[config.mk]
export PLATFORM = sky130hd
export DESIGN_NAME = pose_iir_lowpass_unwrap_core
export DESIGN_NICKNAME = d
export VERILOG_FILES = /design/src/hw/rtl/piu_pkg.sv /design/src/hw/rtl/pose_iir_lowpass_unwrap_core.sv
export SDC_FILE = /design/constraint.sdc
export NUM_CORES = 2
export LEC_CHECK = 0
export BUFFER_PORTS_ARGS = -buffer_cell sky130_fd_sc_hd__buf_2
export CORE_MARGIN = 3
export CORE_UTILIZATION = 50
export DETAILED_ROUTE_END_ITERATION = 8
export PLACE_DENSITY_LB_ADDON = 0.05
export SYNTH_ARGS = -nofsm -noshare
export SYNTH_HDL_FRONTEND = slang
export SYNTH_SLANG_ARGS = --single-unit
[constraint.sdc]
create_clock -name clk -period 13.81 [get_ports clk]
set_input_delay 0.6905 -clock clk [delete_from_list [all_inputs] [get_ports clk]]
set_output_delay 0.6905 -clock clk [all_outputs]
set_load 0.02 [all_outputs]
[src/hw/rtl/piu_pkg.sv]
package piu_pkg;

	// fixed widths of the stream payload
	localparam int unsigned DATA_W      = 32;
	localparam int unsigned YAW_W       = 19;
	localparam int unsigned IN_TDATA_W  = 88;
	localparam int unsigned OUT_TDATA_W = 96;
	localparam int unsigned OUT_TUSER_W = 1;

	// filter shape and coefficient format (Q2.COEF_FRAC_BITS)
	localparam int unsigned FILTER_ORDER   = 4;
	localparam int unsigned NUM_TAPS       = 2 * FILTER_ORDER + 1;
	localparam int unsigned NUM_CH         = 3;
	localparam int unsigned COEF_FRAC_BITS = 16;
	localparam int unsigned COEF_W         = COEF_FRAC_BITS + 2;
	localparam int unsigned PROD_W         = DATA_W + COEF_W;
	localparam int unsigned ACC_W          = PROD_W + 4;
	localparam int unsigned RND_W          = ACC_W - COEF_FRAC_BITS;

	// coefficient magnitudes, rounded to nearest with halves away from zero
	localparam longint COEF_B0 = ((longint'(2) <<< COEF_FRAC_BITS) * 2 + 100) / 200;
	localparam longint COEF_B1 = ((longint'(82) <<< COEF_FRAC_BITS) * 2 + 1000) / 2000;
	localparam longint COEF_B2 = ((longint'(12) <<< COEF_FRAC_BITS) * 2 + 100) / 200;
	localparam longint COEF_A1 = ((longint'(15) <<< COEF_FRAC_BITS) * 2 + 10) / 20;
	localparam longint COEF_A2 = ((longint'(12) <<< COEF_FRAC_BITS) * 2 + 10) / 20;
	localparam longint COEF_A3 = ((longint'(45) <<< COEF_FRAC_BITS) * 2 + 100) / 200;
	localparam longint COEF_A4 = ((longint'(7) <<< COEF_FRAC_BITS) * 2 + 100) / 200;

	// heading constants, Q16.16
	localparam logic signed [21:0] PI_Q16     = 22'sd205887;
	localparam logic signed [21:0] TWO_PI_Q16 = 22'sd411775;

	typedef logic [3:0] tap_t;
	typedef logic [1:0] chan_t;

	// sequencer states
	typedef enum logic [2:0] {
		ST_IDLE,
		ST_UNWRAP,
		ST_MAC,
		ST_DRAIN,
		ST_ROUND,
		ST_OUT
	} state_t;

	// signed coefficient per tap: tap 0..4 feed-forward, 5..8 feedback (sign folded in)
	function automatic logic signed [COEF_W-1:0] coef_tap(input tap_t tap);
		logic signed [COEF_W-1:0] c;
		unique case (tap)
			4'd0:    c = COEF_W'(COEF_B0);
			4'd1:    c = COEF_W'(COEF_B1);
			4'd2:    c = COEF_W'(COEF_B2);
			4'd3:    c = COEF_W'(COEF_B1);
			4'd4:    c = COEF_W'(COEF_B0);
			4'd5:    c = COEF_W'(COEF_A1);
			4'd6:    c = COEF_W'(-COEF_A2);
			4'd7:    c = COEF_W'(COEF_A3);
			4'd8:    c = COEF_W'(-COEF_A4);
			default: c = '0;
		endcase
		return c;
	endfunction

endpackage

[src/hw/rtl/pose_iir_lowpass_unwrap_core.sv]
// channel | dir | handshake          | payload (low bit first)
// s_      | in  | s_tvalid/s_tready  | tdata: pos_x[31:0], pos_y[31:0], yaw[18:0], zero pad
// m_      | out | m_tvalid/m_tready  | tdata: filt_x, filt_y, filt_heading; tuser: saturated
//
// one item runs through accept, heading unwrap, then 3 channels x (9 products,
// one drain, one round), then the output load; the single shared multiplier does
// all 27 products.
// arst_n clears filter histories, heading state and the output valid.
// a finished result waits in the output register while the next item is taken;
// the sequencer only holds in its last state when that register is still full.
module pose_iir_lowpass_unwrap_core (
	input  logic                                   clk,
	input  logic                                   arst_n,
	input  logic                                   s_tvalid,
	output logic                                   s_tready,
	input  logic [piu_pkg::IN_TDATA_W-1:0]         s_tdata,  // pos_x, pos_y, yaw, pad
	output logic                                   m_tvalid,
	input  logic                                   m_tready,
	output logic [piu_pkg::OUT_TDATA_W-1:0]        m_tdata,  // filt_x, filt_y, filt_heading
	output logic [piu_pkg::OUT_TUSER_W-1:0]        m_tuser   // saturated
);

	piu_pkg::state_t state_q, state_d;

	// control outputs of the sequencer
	logic in_take;
	logic do_unwrap;
	logic do_issue;
	logic do_drain;
	logic do_round;
	logic do_out;
	logic last_tap;
	logic last_ch;

	// sequence counters
	piu_pkg::tap_t  tap_q;
	piu_pkg::chan_t ch_q;

	// item registers
	logic signed [piu_pkg::DATA_W-1:0] px_q, py_q;
	logic signed [piu_pkg::YAW_W-1:0]  yaw_q;

	// heading state
	logic signed [piu_pkg::YAW_W-1:0]  prev_yaw_q;
	logic signed [piu_pkg::DATA_W-1:0] unwrapped_q;
	logic                              first_q;
	logic                              flag_q;

	// filter histories, newest first
	logic signed [piu_pkg::DATA_W-1:0] hin_q  [piu_pkg::NUM_CH][piu_pkg::FILTER_ORDER];
	logic signed [piu_pkg::DATA_W-1:0] hout_q [piu_pkg::NUM_CH][piu_pkg::FILTER_ORDER];

	// mac datapath
	logic signed [piu_pkg::PROD_W-1:0] prod_s1;
	logic signed [piu_pkg::ACC_W-1:0]  acc_q;
	logic signed [piu_pkg::DATA_W-1:0] res_q [piu_pkg::NUM_CH];

	// output register
	logic                              m_valid_q;
	logic [piu_pkg::OUT_TDATA_W-1:0]   m_data_q;
	logic                              m_sat_q;

	assign m_tvalid = m_valid_q;
	assign m_tdata  = m_data_q;
	assign m_tuser  = m_sat_q;

	assign last_tap = (tap_q == piu_pkg::tap_t'(piu_pkg::NUM_TAPS - 1));
	assign last_ch  = (ch_q == piu_pkg::chan_t'(piu_pkg::NUM_CH - 1));

	// next state
	always_comb begin
		state_d = state_q;
		unique case (state_q)
			piu_pkg::ST_IDLE:   if (s_tvalid) state_d = piu_pkg::ST_UNWRAP;
			piu_pkg::ST_UNWRAP: state_d = piu_pkg::ST_MAC;
			piu_pkg::ST_MAC:    if (last_tap) state_d = piu_pkg::ST_DRAIN;
			piu_pkg::ST_DRAIN:  state_d = piu_pkg::ST_ROUND;
			piu_pkg::ST_ROUND:  state_d = last_ch ? piu_pkg::ST_OUT : piu_pkg::ST_MAC;
			piu_pkg::ST_OUT:    if (!m_valid_q || m_tready) state_d = piu_pkg::ST_IDLE;
			default:            state_d = piu_pkg::ST_IDLE;
		endcase
	end

	// sequencer outputs
	always_comb begin
		s_tready  = 1'b0;
		do_unwrap = 1'b0;
		do_issue  = 1'b0;
		do_drain  = 1'b0;
		do_round  = 1'b0;
		do_out    = 1'b0;
		unique case (state_q)
			piu_pkg::ST_IDLE:   s_tready  = 1'b1;
			piu_pkg::ST_UNWRAP: do_unwrap = 1'b1;
			piu_pkg::ST_MAC:    do_issue  = 1'b1;
			piu_pkg::ST_DRAIN:  do_drain  = 1'b1;
			piu_pkg::ST_ROUND:  do_round  = 1'b1;
			piu_pkg::ST_OUT:    do_out    = !m_valid_q || m_tready;
			default:            s_tready  = 1'b0;
		endcase
	end

	assign in_take = s_tvalid && s_tready;

	// heading unwrap: one correction of the step by 2*pi
	logic signed [21:0] step_raw, step_fix;
	logic signed [32:0] head_sum;
	logic signed [piu_pkg::DATA_W-1:0] head_next;
	logic head_sat;

	always_comb begin
		step_raw = 22'(yaw_q) - 22'(prev_yaw_q);
		if (step_raw >= piu_pkg::PI_Q16)
			step_fix = step_raw - piu_pkg::TWO_PI_Q16;
		else if (step_raw < -piu_pkg::PI_Q16)
			step_fix = step_raw + piu_pkg::TWO_PI_Q16;
		else
			step_fix = step_raw;
		head_sum = 33'(unwrapped_q) + 33'(step_fix);
		head_sat = 1'b0;
		if (first_q) begin
			head_next = piu_pkg::DATA_W'(yaw_q);
		end else if (head_sum[32] != head_sum[31]) begin
			head_sat  = 1'b1;
			head_next = head_sum[32] ? {1'b1, {(piu_pkg::DATA_W-1){1'b0}}}
			                         : {1'b0, {(piu_pkg::DATA_W-1){1'b1}}};
		end else begin
			head_next = head_sum[31:0];
		end
	end

	// operand for the current tap
	logic signed [piu_pkg::DATA_W-1:0] cur_in;
	logic signed [piu_pkg::DATA_W-1:0] opnd;
	piu_pkg::tap_t tap_in, tap_out;

	always_comb begin
		tap_in  = tap_q - 4'd1;
		tap_out = tap_q - 4'd5;
		case (ch_q)
			2'd0:    cur_in = px_q;
			2'd1:    cur_in = py_q;
			default: cur_in = unwrapped_q;
		endcase
		if (tap_q == 4'd0)
			opnd = cur_in;
		else if (tap_q <= 4'd4)
			opnd = hin_q[ch_q][tap_in[1:0]];
		else
			opnd = hout_q[ch_q][tap_out[1:0]];
	end

	// rounding to Q16.16 with halves up, then clipping to 32 bits
	logic signed [piu_pkg::ACC_W-1:0] acc_rnd;
	logic signed [piu_pkg::RND_W-1:0] acc_shr;
	logic signed [piu_pkg::DATA_W-1:0] filt_res;
	logic filt_sat;

	always_comb begin
		acc_rnd = acc_q + (piu_pkg::ACC_W'(1) <<< (piu_pkg::COEF_FRAC_BITS - 1));
		acc_shr = piu_pkg::RND_W'(acc_rnd >>> piu_pkg::COEF_FRAC_BITS);
		filt_sat = !((&acc_shr[piu_pkg::RND_W-1:piu_pkg::DATA_W-1]) ||
		             !(|acc_shr[piu_pkg::RND_W-1:piu_pkg::DATA_W-1]));
		if (!filt_sat)
			filt_res = acc_shr[piu_pkg::DATA_W-1:0];
		else if (acc_shr[piu_pkg::RND_W-1])
			filt_res = {1'b1, {(piu_pkg::DATA_W-1){1'b0}}};
		else
			filt_res = {1'b0, {(piu_pkg::DATA_W-1){1'b1}}};
	end

	// control and state registers
	always_ff @(posedge clk or negedge arst_n) begin
		if (!arst_n) begin
			state_q     <= piu_pkg::ST_IDLE;
			tap_q       <= '0;
			ch_q        <= '0;
			prev_yaw_q  <= '0;
			unwrapped_q <= '0;
			first_q     <= 1'b1;
			flag_q      <= 1'b0;
			m_valid_q   <= 1'b0;
			for (int c = 0; c < piu_pkg::NUM_CH; c++) begin
				for (int k = 0; k < piu_pkg::FILTER_ORDER; k++) begin
					hin_q[c][k]  <= '0;
					hout_q[c][k] <= '0;
				end
			end
		end else begin
			state_q <= state_d;

			// heading update and flag restart
			if (do_unwrap) begin
				unwrapped_q <= head_next;
				prev_yaw_q  <= yaw_q;
				first_q     <= 1'b0;
				flag_q      <= head_sat;
				tap_q       <= '0;
				ch_q        <= '0;
			end

			// tap counter
			if (do_issue)
				tap_q <= last_tap ? '0 : tap_q + 4'd1;

			// channel finish: shift histories
			if (do_round) begin
				flag_q <= flag_q | filt_sat;
				for (int k = piu_pkg::FILTER_ORDER - 1; k > 0; k--) begin
					hin_q[ch_q][k]  <= hin_q[ch_q][k-1];
					hout_q[ch_q][k] <= hout_q[ch_q][k-1];
				end
				hin_q[ch_q][0]  <= cur_in;
				hout_q[ch_q][0] <= filt_res;
				ch_q            <= last_ch ? '0 : ch_q + 2'd1;
			end

			// output valid
			if (do_out)
				m_valid_q <= 1'b1;
			else if (m_tready)
				m_valid_q <= 1'b0;
		end
	end

	// payload registers
	always_ff @(posedge clk) begin
		if (in_take) begin
			px_q  <= s_tdata[31:0];
			py_q  <= s_tdata[63:32];
			yaw_q <= s_tdata[82:64];
		end

		// shared multiplier, registered
		if (do_issue)
			prod_s1 <= piu_pkg::PROD_W'(opnd) * piu_pkg::PROD_W'(piu_pkg::coef_tap(tap_q));

		// accumulate the product of the previous tap
		if (do_issue) begin
			if (tap_q == 4'd0)
				acc_q <= '0;
			else
				acc_q <= acc_q + piu_pkg::ACC_W'(prod_s1);
		end else if (do_drain) begin
			acc_q <= acc_q + piu_pkg::ACC_W'(prod_s1);
		end

		if (do_round)
			res_q[ch_q] <= filt_res;

		if (do_out) begin
			m_data_q <= {res_q[2], res_q[1], res_q[0]};
			m_sat_q  <= flag_q;
		end
	end

endmodule

-- Word level (Yosys, flattened, before mapping)
Memories as Yosys holds them, arrays and structs flattened. A register that Yosys moved wholly into a read port is not among the register bits.
Cells that the tools add are included.
- register bits: 1019
- RAM bits: 96
- ROM bits: 288
- input bits: 92
- output and inout bits: 99
- logic and storage cells: 158
- memories kept: 2
- add/sub/neg operators: 10
- multiply operators: 1
- magnitude comparators: 7
- equality and inequality tests: 12
- muxes and demuxes: 67
- bitwise gates (word level): 4
- reductions and logical operators: 17
- memories (memory ; depth ; width ; rd ports ; clocked after memory_dff ; wr ports ; line ; text):
    (name not given) ; 16 ; 18 ; 1 ; 0 ; 0 ; piu_pkg.sv:49 ; unique case (tap)
    res_q ; 3 ; 32 ; 3 ; 3 ; 1 ; pose_iir_lowpass_unwrap_core.sv:56 ; logic signed [piu_pkg::DATA_W-1:0] res_q [piu_pkg::NUM_CH];
- operators by type and width (operator ; count):
    bitwise mux 384 bit ; 8
    demux 128 bit (select 2 bit) ; 4
    two-way mux 128 bit ; 5
    binary-select mux 128 bit (select 2 bit) ; 2
    two-way mux 32 bit ; 12
    two-way mux 54 bit ; 3
    binary-select mux 32 bit (select 2 bit) ; 2
    two-way mux 96 bit ; 1
    two-way mux 64 bit ; 1
    case mux 32 bit (2 select lines) ; 1
    adder 54 x 17 -> 54 bit, second input constant ; 1
    adder 54 x 50 -> 54 bit ; 1
    multiplier 32 x 18 -> 50 bit ; 1
    two-way mux 22 bit ; 2
    adder 32 x 22 -> 33 bit ; 1
    adder 20 x 20 -> 21 bit, second input constant ; 1
    subtractor 20 x 20 -> 21 bit, second input constant ; 1
    greater-or-equal comparator 20 x 19 -> 1 bit, second input constant ; 1
    < comparator 20 x 19 -> 1 bit, second input constant ; 1
    subtractor 19 x 19 -> 20 bit ; 1
    two-way mux 18 bit ; 1
    case mux 3 bit (6 select lines) ; 1
    two-way mux 1 bit ; 14
    two-way mux 3 bit ; 4
    28 further kinds ; 48

-- Longest topological paths before layout
- depth in word-level cells: 10
- gate-level depth with buffers: 37
- depth with buffers taken out: 31

-- Worst setup path after synthesis
OpenSTA, ideal clock, no wires.
- path type: register -> register
- start point: register tap_q[0]
- end point: register prod_s1[27] (netlist bit) (data pin)
- library setup time: 0.262 ns
- arrival: 9.601 ns
- data required time: 13.548 ns
- path slack: 3.947 ns
- cell stages (with the launch flop): 37
- path buffers: 8
- cell sequence: dfrtp_1 clkbuf_1 buf_1 clkbuf_1 inv_1 ha_1 clkbuf_1 clkbuf_1 clkbuf_1 mux4_2 mux2_2 mux2i_1 buf_2 nand2_1 fa_1 inv_1 fa_1 inv_1 fa_1 inv_1 fa_1 fa_1 inv_1 fa_1 inv_1 ha_1 clkbuf_1 a21o_1 a21o_1 a21o_1 o21ai_0 a21oi_1 o41ai_1 nor2_1 a2111oi_0 a21oi_1 xor2_1
- cells in the longest elaborated chain, start to end: 8
- elaborated cells on any way between the ends: 17
- those cells by class: add/sub: 2; mul: 1; order compare: 1; mux: 9; bitwise: 2; reduce/logical: 1; memory: 1
- RTL lines (element ; line ; text):
    start, declared ; pose_iir_lowpass_unwrap_core.sv:36 ; piu_pkg::tap_t tap_q;
    start signal, assigned ; pose_iir_lowpass_unwrap_core.sv:204 ; tap_q <= last_tap ? '0 : tap_q + 4'd1;
    subtractor 2 x 1 -> 2 bit ; pose_iir_lowpass_unwrap_core.sv:138, pose_iir_lowpass_unwrap_core.sv:139 ;
    inverter 2 -> 3 bit (implied by the code) ; pose_iir_lowpass_unwrap_core.sv:148, pose_iir_lowpass_unwrap_core.sv:150 ;
    binary-select mux 32 bit (select 2 bit) (on tied branches) ; pose_iir_lowpass_unwrap_core.sv:150, pose_iir_lowpass_unwrap_core.sv:148 ;
    two-way mux 32 bit (on tied branches) (2 in a row) ; pose_iir_lowpass_unwrap_core.sv:150, pose_iir_lowpass_unwrap_core.sv:148 ;
    two-way mux 32 bit ; pose_iir_lowpass_unwrap_core.sv:147 ; else if (tap_q <= 4'd4)
    two-way mux 32 bit ; pose_iir_lowpass_unwrap_core.sv:145 ; if (tap_q == 4'd0)
    multiplier 32 x 18 -> 50 bit * ; pose_iir_lowpass_unwrap_core.sv:236 ; prod_s1 <= piu_pkg::PROD_W'(opnd) * piu_pkg::PROD_W'(piu_pkg::coef_tap(tap_q));
    end signal, assigned ; pose_iir_lowpass_unwrap_core.sv:236 ;
    end, declared ; pose_iir_lowpass_unwrap_core.sv:54 ; logic signed [piu_pkg::PROD_W-1:0] prod_s1;
Mark *: on every way between the ends. The rest lies on a longest branch, timed or not. The select of a mux whose other input is x is not followed.
A chain may end at the register's enable or synchronous reset.

-- Worst setup path after layout
- start point: register ch_q[1]
- end point: register prod_s1[44] (netlist bit) (data pin)
- cells in the longest elaborated chain, start to end: 10
- elaborated cells on any way between the ends: 19
- those cells by class: mul: 1; eq/ne: 1; mux: 15; bitwise: 1; reduce/logical: 1
- RTL lines (element ; line ; text):
    start, declared ; pose_iir_lowpass_unwrap_core.sv:37 ; piu_pkg::chan_t ch_q;
    start signal, assigned ; pose_iir_lowpass_unwrap_core.sv:215 ; ch_q <= last_ch ? '0 : ch_q + 2'd1;
    inverter 2 -> 3 bit (implied by the code) ; pose_iir_lowpass_unwrap_core.sv:148, pose_iir_lowpass_unwrap_core.sv:150 ;
    binary-select mux 128 bit (select 2 bit) (on tied branches) ; pose_iir_lowpass_unwrap_core.sv:150, pose_iir_lowpass_unwrap_core.sv:148 ;
    two-way mux 128 bit (on tied branches) (2 in a row) ; pose_iir_lowpass_unwrap_core.sv:150, pose_iir_lowpass_unwrap_core.sv:148 ;
    binary-select mux 32 bit (select 2 bit) (on tied branches) ; pose_iir_lowpass_unwrap_core.sv:150, pose_iir_lowpass_unwrap_core.sv:148 ;
    two-way mux 32 bit (on tied branches) (2 in a row) ; pose_iir_lowpass_unwrap_core.sv:150, pose_iir_lowpass_unwrap_core.sv:148 ;
    two-way mux 32 bit ; pose_iir_lowpass_unwrap_core.sv:147 ;
    two-way mux 32 bit * ; pose_iir_lowpass_unwrap_core.sv:145 ;
    multiplier 32 x 18 -> 50 bit * ; pose_iir_lowpass_unwrap_core.sv:236 ;
Marked as above.

==> results.yml <==
placement:
  portBuffers: 185
  place_congestion: 0.8891
  dp_slack_ns: 2.872
  dp.final_hpwl_mm: 148.1
timing:
  finClkSkew_ns: 0.04772
  slew_headroom_pct: 23.26
  fin_crit_ns: 10.99
  finalMaxSlewViolations: 0
  holdWs_ns: 0.08720
  hold_violations: 0
  setup_tns_ns: 0
  fin_ws_ns: 2.816
  rsz0062_at_grt: "false"
  worstMarginPinSlew_ns: 1.137
  fmax_mhz: 90.96
  setup_viol: 0
  min_period_over_period_pct: 79.61
synth:
  synth.most_common_cell: "nand2_1"
  synth_cell_type_count: 95
  synth_nets: 8684
  async_flop_share_pct: 68.62
  syn_area_mm2: 0.07720
  synth_edf_count: 380
  seq_area_frac_synth_pct: 41.72
  synth-seq-cells: 1211
  ys_top_cells_by_area: "dfrtp_1 27%, edfxtp_1 15%, fa_1 14%"
  synth_top_cell_by_area: "dfrtp_1"
  yosys-top-cells-count: "1153 x nand2_1, 830 x dfrtp_1, 722 x inv_1, 702 x a21oi_1, 690 x nor2_1"
  netlist_instances: 7801
  syn_avg_cell_area_um2: 9.896
  synth-main-ff-cell: "dfrtp_1"
  yosys_warnings: 0
  synth_top_area_share_pct: 26.91
worst_hold_path:
  hp-start: "s_tdata[71]"
  holdPathStages: 1
  hold_end: "yaw_q[7]"
  min_path_type: "input pin to register"
finish:
  drive_gt1_share_pct: 8.636
  area_growth_pct: 9.647
  fin_nets: 8664
floorplanning:
  rows: 143
  io-pin-count: 191
  die_height_um: 398.9
  start_util_pct: 50.58
  die_w_um: 398.9
  coreArea_mm2: 0.1526
  dieArea_mm2: 0.1591
cts:
  cts_resized: 0
  htreeDepth: 4
  clock-root-buffer: "clkbuf_16"
  cts.sinks: 1211
  cts_buffer_depth: 3
  postCtsHoldBufs: 1
  cts_tree: "built"
  clkTransAtPathRegs_ns: 0.06
  cts_buffers: 131
  post_cts_buffers: 0
  clkLatencyLatePin_ns: 0.78
global_routing:
  grt_max_degree: 244
  antenna_found_initial: 10
  grt_use_total_pct: 27.40
  grt_pass1_wl_mm: 335.7
  globalRouteOverflowTotal: 0
  grt_pass1_vias: 55620
setup_path:
  cp.arrival_ns: 11.48
  crit_path_frequent_cell: "fa_1"
  reg2regPathDepth: 28
  worstSetupPathType: "register to register"
  slowest_stage: "dfrtp_4"
  path_max_fanout: 48
  worstSetupEndpointType: "register"
  critPathMaxStageDelay_ns: 0.84
  rr_endpoint: "prod_s1[44]"
  timing.rr.start: "ch_q[1]"
  r2r_slack_ns: 2.82
  startpoint_type: "register"
  cp.required_ns: 14.30
drt:
  vias: 56100
  first_pass_iters: 5
  ant_nets: 0
  drtIter0Drc: 4203
  wirelength_mm: 215.3
  via_per_inst: 5.655
  wl_per_cell_um: 21.70
  drc: 0
status:
  status: "complete, no violations"
run:
  drv_cap: 0
[kinds of logic (layout without fill, tap and decap cells)]
family / after synthesis / after routing / synth area share, %
AOI/OAI and AO/OA: 1700 / 1700 / 12.66
muxes: 425 / 425 / 6.610
other: 0 / 5 / 0
xor gates and xnor gates: 182 / 182 / 2.075
adders and majority gates: 791 / 791 / 18.23
buffers and inverters: 1179 / 1264 / 5.961
DFF: 1211 / 1211 / 41.72
and+or+nand+nor: 2313 / 2313 / 12.74
[registers in the layout (all words and copies together), names as in the netlist, 2 cells and up]
name	flops
hin_q	384
hout_q	384
m_tdata	96
res_q	96
acc_q	54
prod_s1	50
px_q	32
py_q	32
unwrapped_q	32
prev_yaw_q	19
yaw_q	19
tap_q	4
state_q	3
ch_q	2
[layout make-up]
cell class	instances	area, um2
antenna	5	12.51
clock buffer	172	3562
inverter	724	2725
multi-input combinational	5411	40700
tap	2030	2540
clock inverter	66	979.7
fill	13520	67980
timing repair buffer	302	1904
sequential	1211	32220
[cells in the final DEF, fill, tap and decap left out, types with 12 or more instances in the layout]
master,count
a211oi_1,22
a21o_1,98
a21oi_1,697
a31oi_1,31
and2_1,156
and3_1,35
buf_2,184
buf_4,109
bufinv_16,16
clkbuf_1,28
clkbuf_16,131
clkbuf_8,13
clkinv_1,12
clkinv_2,16
dfrtp_1,827
edfxtp_1,380
fa_1,556
ha_1,234
inv_1,721
mux2_2,35
mux2i_1,313
mux4_2,64
nand2_1,1147
nand2b_1,32
nand3_1,58
nand3b_1,16
nand4_1,29
nor2_1,686
nor2b_1,36
nor3_1,44
o21a_1,18
o21ai_0,581
o21bai_1,18
o22ai_1,13
o311ai_0,65
o311ai_1,29
or2_2,14
xnor2_1,104
xor2_1,77
[worst max-delay path, delay by kind of cell, from the launching register on]
family | cells | cell delay (ns)
fa+ha+maj | 7 | 3.49
compound gates | 8 | 2.77
simple gates | 4 | 1.28
mux | 3 | 1.10
buf+inv | 5 | 1.06
flops | 1 | 0.84
xor+xnor | 1 | 0.14
[routing by layer]
layer  routed length, um  global-route usage (%)  vias to the layer above
li1                    -                       -                    26080
met1               98370                   40.25                    28190
met2               99660                   43.00                     1513
met3               11740                   3.533                      310
met4                5548                   7.436                        2
met5                  13                       0                        -
[through the flow]
stage	std cells	instance area, um2	utilization (%)
6_report	9921	84640	55.46
3_5_place_dp	9677	80080	52.47
5_1_grt	9916	84630	55.45
2_1_floorplan	7801	77200	-
3_3_place_gp	9677	80080	52.47
4_1_cts	9916	84630	55.45
[how the worst max path moves through the flow]
stage	endpoint	slack (ns)	cells after the start	startpoint
final	prod_s1[44]	2.82	28	ch_q[1]
after CTS	prod_s1[44]	2.81	28	ch_q[1]
after global routing	prod_s1[44]	2.32	28	ch_q[1]
after floorplan	prod_s1[27]	3.95	36	tap_q[0]
after global placement	prod_s1[44]	2.89	28	ch_q[1]
after detailed placement	prod_s1[44]	2.87	28	ch_q[1]
Power is not shown: default switching activity piles up to over one toggle a cycle in this logic, so the estimate is an artifact.
